### src/sv/npss_pkg.sv
`default_nettype none
// ----------------------------------------------------------------------------
// npss_pkg
// Shared types and constants of the nearest polyline segment search core.
// ----------------------------------------------------------------------------
package npss_pkg;

    localparam int MaxPoints  = 1024;
    localparam int IdxW       = 10;
    localparam int CntW       = 11;
    localparam int UnitW      = 64;
    localparam int DivQBits   = 26;
    localparam int SqrtSteps  = 32;

    localparam logic [1:0] REQ_LOAD   = 2'd0;
    localparam logic [1:0] REQ_WINDOW = 2'd1;
    localparam logic [1:0] REQ_FULL   = 2'd2;

    localparam logic REG_POINT_COUNT   = 1'b0;
    localparam logic REG_SEARCH_RADIUS = 1'b1;

    localparam logic signed [15:0] UNIT_ONE = 16'sd16384;

    typedef enum logic [0:0] {
        OP_DIV,
        OP_SQRT
    } dsu_op_t;

    typedef struct packed {
        logic    start;
        dsu_op_t op;
    } dsu_ctrl_t;

    typedef struct packed {
        logic busy;
        logic done;
    } dsu_stat_t;

    typedef enum logic [4:0] {
        ST_IDLE,
        ST_RDA0,
        ST_RDA,
        ST_RDB0,
        ST_RDB,
        ST_MUL,
        ST_DECIDE,
        ST_PROD,
        ST_DIVS,
        ST_DIVW,
        ST_SQ,
        ST_CMP,
        ST_TSQS,
        ST_TSQW,
        ST_TDIVS,
        ST_TDIVW,
        ST_DONE
    } state_t;

endpackage
`default_nettype wire

### src/sv/npss_divsqrt.sv
`default_nettype none
// ----------------------------------------------------------------------------
// npss_divsqrt
// Shared iterative unit: restoring division or integer square root, one step
// per cycle through a single compare and subtract.
// ----------------------------------------------------------------------------
module npss_divsqrt import npss_pkg::*; (
    input  wire logic              aclk,
    input  wire logic              aresetn,
    input  wire dsu_ctrl_t         ctrl,
    input  wire logic [UnitW-1:0]  num,
    input  wire logic [UnitW-1:0]  den,
    output dsu_stat_t              stat,
    output logic [31:0]            result
);

    logic             busy_reg, done_reg;
    dsu_op_t          op_reg;
    logic [5:0]       cnt_reg;
    logic [UnitW-1:0] rem_reg, dsh_reg, r_reg;
    logic [UnitW-1:0] cmp_val;
    logic             ge;

    // In division the comparand is the shifted divisor; in the root it is r + bit.
    assign cmp_val = (op_reg == OP_DIV) ? dsh_reg : (r_reg + dsh_reg);
    assign ge      = (rem_reg >= cmp_val);

    always_ff @(posedge aclk) begin
        if (!aresetn) begin
            busy_reg <= 1'b0;
            done_reg <= 1'b0;
        end else begin
            done_reg <= 1'b0;
            if (ctrl.start) begin
                busy_reg <= 1'b1;
            end else if (busy_reg && cnt_reg == 6'd0) begin
                busy_reg <= 1'b0;
                done_reg <= 1'b1;
            end
        end
    end

    always_ff @(posedge aclk) begin
        if (ctrl.start) begin
            op_reg  <= ctrl.op;
            rem_reg <= num;
            r_reg   <= '0;
            if (ctrl.op == OP_DIV) begin
                dsh_reg <= den << (DivQBits - 1);
                cnt_reg <= 6'(DivQBits - 1);
            end else begin
                dsh_reg <= UnitW'(1) << (UnitW - 2);
                cnt_reg <= 6'(SqrtSteps - 1);
            end
        end else if (busy_reg) begin
            cnt_reg <= cnt_reg - 6'd1;
            if (ge) begin
                rem_reg <= rem_reg - cmp_val;
            end
            if (op_reg == OP_DIV) begin
                r_reg   <= {r_reg[UnitW-2:0], ge};
                dsh_reg <= dsh_reg >> 1;
            end else begin
                r_reg   <= ge ? ((r_reg >> 1) + dsh_reg) : (r_reg >> 1);
                dsh_reg <= dsh_reg >> 2;
            end
        end
    end

    assign stat.busy = busy_reg;
    assign stat.done = done_reg;
    assign result    = r_reg[31:0];

endmodule
`default_nettype wire

### config.mk
export PLATFORM = sky130hd
export DESIGN_NAME = npss_divsqrt
export DESIGN_NICKNAME = d
export VERILOG_FILES = /design/src/sv/npss_pkg.sv /design/src/sv/npss_divsqrt.sv
export SDC_FILE = /design/constraint.sdc
export NUM_CORES = 1
export LEC_CHECK = 0
export ABC_AREA = 1
export CORE_UTILIZATION = 36
export DETAILED_ROUTE_END_ITERATION = 6
export DONT_BUFFER_PORTS = 1
export PLACE_DENSITY = 0.59
export SYNTH_ARGS = -nofsm -noshare
export SYNTH_HDL_FRONTEND = slang
export SYNTH_SLANG_ARGS = --single-unit
### constraint.sdc
create_clock -name aclk -period 9.75 [get_ports aclk]
set_clock_uncertainty 0.1 [all_clocks]
set_input_delay 1.4625 -clock aclk [delete_from_list [all_inputs] [get_ports aclk]]
set_output_delay 1.4625 -clock aclk [all_outputs]
set_load 0.01 [all_outputs]
==> out/summary.txt, run 1 <==
Die ar.: 74800 µm²
Worst setup endpoint: rem_reg[62]
fin crit period: 6.10 ns
final core utilization: 38.7%
final antenna-violating net count: 0
setup violators final: 0
CP Launch Type: register
Register Area: 5380 µm²
top-count cell post-synth: nand2_1
post-CTS setup buffer count: 0
Initial Util: 36.4%
syn_nets: 4928
Die Height: 274 µm
hpwl dp: 92800 µm
synthesis-stage register bit count: 201
worst slew pin tran: 0.993 ns
Vias: 28900
met3 wire len: 6430 µm
Met1 Routed Length: 50500 µm
VDD IR max: 160 µV
worst skew pair latency: 0.62 ns
Fin. Hold Viols: 0
Max Freq: 164 MHz
final WL: 113000 µm
unrepaired setup endpoints after global routing: false
IO buf count: 0
num ports: 166
Die Span X: 274 µm
H-tree level count: 1
Final WS setup: 3.65 ns
Fill cells: 8269
vias per cell: 5.25
mapped cell area: 26500 µm²
number of global-route vias before repair: 27900
Leakage Power: 14.0 nW
Area contributors post-synth: nand2_1, edfxtp_1, inv_1
Hold Crit Class: register to register
Area Growth Syn to Fin: 6.51%
first-pass GRT wire length: 168000 µm
max layer used: met5
nets@finish: 4839
Clock Tree Root: clkbuf_16
final instance area: 28300 µm²
TritonRoute pass-1 iters: 5
asr flop ratio synth: 0%
terminus of the critical flop-to-flop path: rem_reg[62]
# rows: 99
Tot Pwr: 5.89 mW
Slew Viols, Final: 0
Synth warnings: 0
PostCTS Resize Cnt: 0
Total GRT Usage: 29.8%
CTS max path bufs: 3
hold_ws: 0.459 ns
MaxCap Viol Count: 0
crit share post-route: 62.5%
Final Non-Filler Cells: 5499
area occupied by multi-input gates: 17700 µm²
placed standard-cell area: 27200 µm²
Syn Area/Cell: 5.77 µm²
clock sinks: 201
WL/cell: 20.5 µm
Worst-path clk slew: 0.06 ns
Initial DRC Count: 2219
# hold bufs at CTS: 0
Setup TNS: 0 ns
layout cells sized above 1: 3.39%
Netlist cell types: 47
critical path required time: 9.88 ns
count of mapped cells out of synthesis: 4602
R2R Setup Slk: 3.65 ns
critical path peak fanout: 64
Max-slew headroom: 33.8%
PD cells: 208 nW/µm²
share of the synthesized area in the top cell type: 22.4%
Worst R2R Start: r_reg[0]
sequential share of the synthesized area: 20.3%
Post-synth EDFFs: 135
pin count of the biggest net entering global routing: 155
CP Capture Type: register
gr ovfl total: 0
Routed met2 length: 51100 µm
CP startpoint: r_reg[0]
arrival time at the worst endpoint: 6.23 ns
status: complete, no violations
Inst Count DP: 5440
commonest cells in the netlist: nand2_1, inv_1, nor2_1
GP Congestion: 0.970
r2r worst-path depth: 24
pre-CTS WS: 3.68 ns
Synth Flop Type: edfxtp_1
cts bufs inserted: 30
Residual DRC: 0
initial antenna violation count: 8
Yosys top cell by area: nand2_1
CTS tree: done
Core Area: 73000 µm²
WS Path Type: register to register
[cell usage in the layout, fill, tap and decap left out, types with 7 or more instances in the layout]
master     netlist  routed
nand2_1       1582    1582
inv_1          721     718
nor2_1         456     455
a21oi_1        404     404
o21ai_0        244     243
nand3_1        233     233
ha_1           191     191
edfxtp_1       135     135
xnor2_1         67      67
dfxtp_1         66      65
nand4_1         39      39
nand3b_1        38      38
o21a_1          32      32
clkbuf_16        0      30
nand3b_2        29      29
nor3_1          28      28
o21bai_1        28      28
a22o_1          27      27
or2_2           19      19
a21o_1          16      16
nor4_1          14      14
xor2_1          13      13
o21ai_1         11      11
inv_2           11      11
buf_4           37      11
a21boi_0        10      10
clkinv_2         0       8
a31oi_1          7       7
[critical path: stages, from the launching register on]
cell and delay, ns:
dfxtp_1 0.51, ha_1 0.33, fa_1 0.30, nand2_1 0.10, o21ai_2 0.27, a21boi_0 0.14, o21ai_0 0.44, nand2_1 0.11
nand2_1 0.24, nand2_1 0.15, nand3_1 0.11, nand2_1 0.06, nand2_1 0.05, nand2_1 0.08, ha_1 0.37, inv_1 0.13
nor3_1 0.27, and3_2 0.30, inv_2 0.06, nor2_4 0.08, nand2_2 0.08, nand2_4 0.28, inv_1 0.15, o21ai_4 0.15
buf_4 0.71
[area by class of cell]
type | count | area share (%)
inverter | 732 | 9.74
antenna | 3 | 0.0266
clock buffer | 37 | 2.89
clock inverter | 19 | 0.876
sequential | 201 | 19.0
tap | 959 | 4.25
timing repair buffer | 13 | 0.434
multi-input combinational | 3535 | 62.8
[routing by layer]
metal / up-vias / track usage (%)
met5: - / 0
met4: 10 / 11.9
met1: 13300 / 39.6
li1: 14500 / -
met2: 867 / 49.1
met3: 199 / 3.24
[cell families after synthesis]
family / synth area share, %
xor gates and xnor gates: 2.64
adders and majority gates: 9.23
DFF: 20.3
AOI/OAI and AO/OA: 16.3
buffers and inverters: 13.0
and+or+nand+nor: 38.6
[where the power goes]
| group | switching [mW] | leakage [nW] | total [mW] | internal (mW) |
|---|---|---|---|---|
| sequential | 0.185 | 1.93 | 1.30 | 1.12 |
| combinational | 2.29 | 11.5 | 3.38 | 1.09 |
| clock | 0.477 | 0.526 | 1.20 | 0.727 |
| total | 2.95 | 14.0 | 5.89 | 2.93 |
[worst min path at each step]
stage | startpoint | endpoint | cells past startpoint
2_1_floorplan | r_reg[0] | r_reg[0] | 2
3_3_place_gp | cnt_reg[5] | done_reg | 3
3_5_place_dp | cnt_reg[0] | cnt_reg[0] | 1
4_1_cts | cnt_reg[5] | done_reg | 3
5_1_grt | cnt_reg[0] | cnt_reg[0] | 1
6_report | cnt_reg[5] | done_reg | 3
Power figures use the tool's default switching activity.
==> run 2, diff against run 1 <==
Settings changed: ABC_AREA 1 to 0.
Clock period 9.75 ns to 5.64 ns, I/O delays scaled along.
==> run 2 against run 1 <==
Against the previous run:
- the flow now finishes with violations (negative setup slack)
- sequential cell count stayed put
- sequential share of layout area is 0.12 points lower
- synthesized cell count fell by 40%
- hold slack worse by 0.21 ns
- die area down 20%
- critical path depth rose by 4
- critical path type unchanged
- largest power group unchanged
==> out/summary.txt, run 2 <==
status: finished with violations
failing checks: negative setup slack
count of mapped cells out of synthesis: 2756
H-tree level count: 1
sequential share of the synthesized area: 25.3%
arrival time at the worst endpoint: 6.31 ns
Syn Area/Cell: 7.71 µm²
R2R Setup Slk: -0.29 ns
Initial DRC Count: 1612
critical path required time: 6.02 ns
setup violators final: 137
worst skew pair latency: 0.59 ns
Final Non-Filler Cells: 3924
Post-synth EDFFs: 135
Die Span X: 245 µm
Total GRT Usage: 25.0%
gr ovfl total: 0
top-count cell post-synth: a21oi_1
layout cells sized above 1: 27.4%
Synth warnings: 0
WL/cell: 20.2 µm
Die ar.: 60000 µm²
VDD IR max: 282 µV
worst slew pin tran: 1.49 ns
Netlist cell types: 94
Clock Tree Root: clkbuf_16
Fin. Hold Viols: 0
vias per cell: 5.71
Synth Flop Type: edfxtp_1
Hold Crit Class: input port to register
Core Area: 58000 µm²
num ports: 166
final instance area: 28400 µm²
most frequent cells in the layout: buf_4, a21oi_1, nand2_1
n_diodes: 0
initial antenna violation count: 0
Worst-path clk slew: 0.06 ns
share of the synthesized area in the top cell type: 19.1%
Inst Count DP: 3780
synthesis-stage register bit count: 201
Area contributors post-synth: edfxtp_1, ha_1, a21oi_1
Leakage Power: 12.0 nW
TritonRoute pass-1 iters: 5
clock sinks: 201
most used cell along the critical path: buf_4
worst path bufs/invs: 7
Slowest cell on crit path: or4_4
critical path peak fanout: 8
Max Freq: 169 MHz
syn_nets: 3082
final antenna-violating net count: 0
final core utilization: 49.0%
MaxCap Viol Count: 0
CP Launch Type: register
# rows: 88
Residual DRC: 0
PD cells: 481 nW/µm²
most common cell after layout, fill and taps aside: buf_4
Initial Util: 36.6%
Yosys top cell by area: edfxtp_1
mapped cell area: 21200 µm²
Max-slew headroom: 0.713%
CTS tree: done
commonest cells in the netlist: a21oi_1, nand2_1, o21ai_0
unrepaired setup endpoints after global routing: true
final WL: 79300 µm
CP Capture Type: register
pin count of the biggest net entering global routing: 237
cts bufs inserted: 30
placed standard-cell area: 24900 µm²
first-pass GRT wire length: 120000 µm
Die Height: 245 µm
fin crit period: 5.93 ns
Final WS setup: -0.293 ns
crit share post-route: 105%
number of global-route vias before repair: 21600
worst stage delay on the critical path: 0.47 ns
Area Growth Syn to Fin: 33.9%
CTS max path bufs: 3
IO buf count: 0
hpwl dp: 58300 µm
GP Congestion: 0.942
Top delay family on crit path: compound AO/OA/AOI/OAI gates
WS Path Type: register to register
nets@finish: 3461
Slew Viols, Final: 0
Setup TNS: -25.18 ns
asr flop ratio synth: 0%
Vias: 22400
## run 2: changes by cell type after synthesis, moves of 36 or more
| cell | before | now |
|---|---|---|
| clkbuf_1 | 66 | 134 |
| nor2_1 | 456 | 170 |
| xnor2_1 | 67 | 106 |
| xor2_1 | 13 | 65 |
| nand2_1 | 1582 | 322 |
| a21o_1 | 16 | 94 |
| nand3_1 | 233 | 54 |
| nand2b_1 | 1 | 39 |
| nand3b_1 | 38 | 2 |
| nor2b_1 | 0 | 77 |
| inv_1 | 721 | 63 |
| o211ai_1 | 1 | 54 |
## run 2: routing by layer
layer	GRT usage [%]	part of all wire, %	vias up
met2	41.6	46	591
met5	0	0	-
met3	2.96	5.3	106
met1	34.2	46	10800
met4	6.08	2.2	0
li1	-	-	10900
## run 2: kinds of logic (layout without fill, tap and decap cells)
kind of cell | after synthesis | count (layout) | synth area share [%]
AO/OA/AOI/OAI | 1049 | 1049 | 30.5
AND/OR/NAND/NOR | 857 | 857 | 19.2
adder cells (fa/ha/maj) | 194 | 194 | 11.5
XOR/XNOR | 171 | 171 | 7.05
buffers and inverters | 264 | 667 | 5.39
flip-flops | 201 | 201 | 25.3
multiplexers | 20 | 20 | 0.972
## run 2: layout make-up
class,count,area (µm²)
clock buffers,45,888
inverters,64,240
well taps,765,957
fillers,5583,29600
flip-flops and latches,201,5380
repair buffers,547,4640
clock inverters,11,156
multi-input cells,2291,16200
## run 2: through the flow
step                total power [mW]  hold WS, ns  setup slack [ns]
floorplan                       6.54        0.363            0.0975
global placement                9.56        0.417            -0.896
detailed placement              9.66        0.420            -0.981
CTS                             12.2        0.224            -0.198
global route                    14.5        0.228            -0.501
finish                          13.7        0.248            -0.293
## run 2: worst paths after layout
kind | startpoint | to | cells after the start
worst max-delay path | dsh_reg[1] | r_reg[13] | 28
worst min-delay path | ctrl[0] | op_reg | 0
worst max register to register | dsh_reg[1] | r_reg[13] | 28
worst min register to register | r_reg[54] | r_reg[54] | 2
## run 2: timing repair
action / in CTS / in global routing
setup endpoints to repair: 160 / 162
hold buffers: 0 / 0
gates resized for setup: 103 / 297
buffers inserted: 28 / 56
gates cloned: 3 / 8
pin swaps: 58 / 131
## run 2: power by group
group          switching, mW  internal (mW)  total, mW
logic                   4.86           4.55       9.41
registers              0.207           2.04       2.25
clock network          0.768           1.26       2.03
## run 2: worst reg2reg max path: cells and delay by family (launching register included)
family                   cells  cell delay, ns
flip-flops                   1            0.44
buffers and inverters        7            1.09
AND/OR/NAND/NOR              5            1.21
AO/OA/AOI/OAI               14            2.40
adder cells (fa/ha/maj)      2            0.58
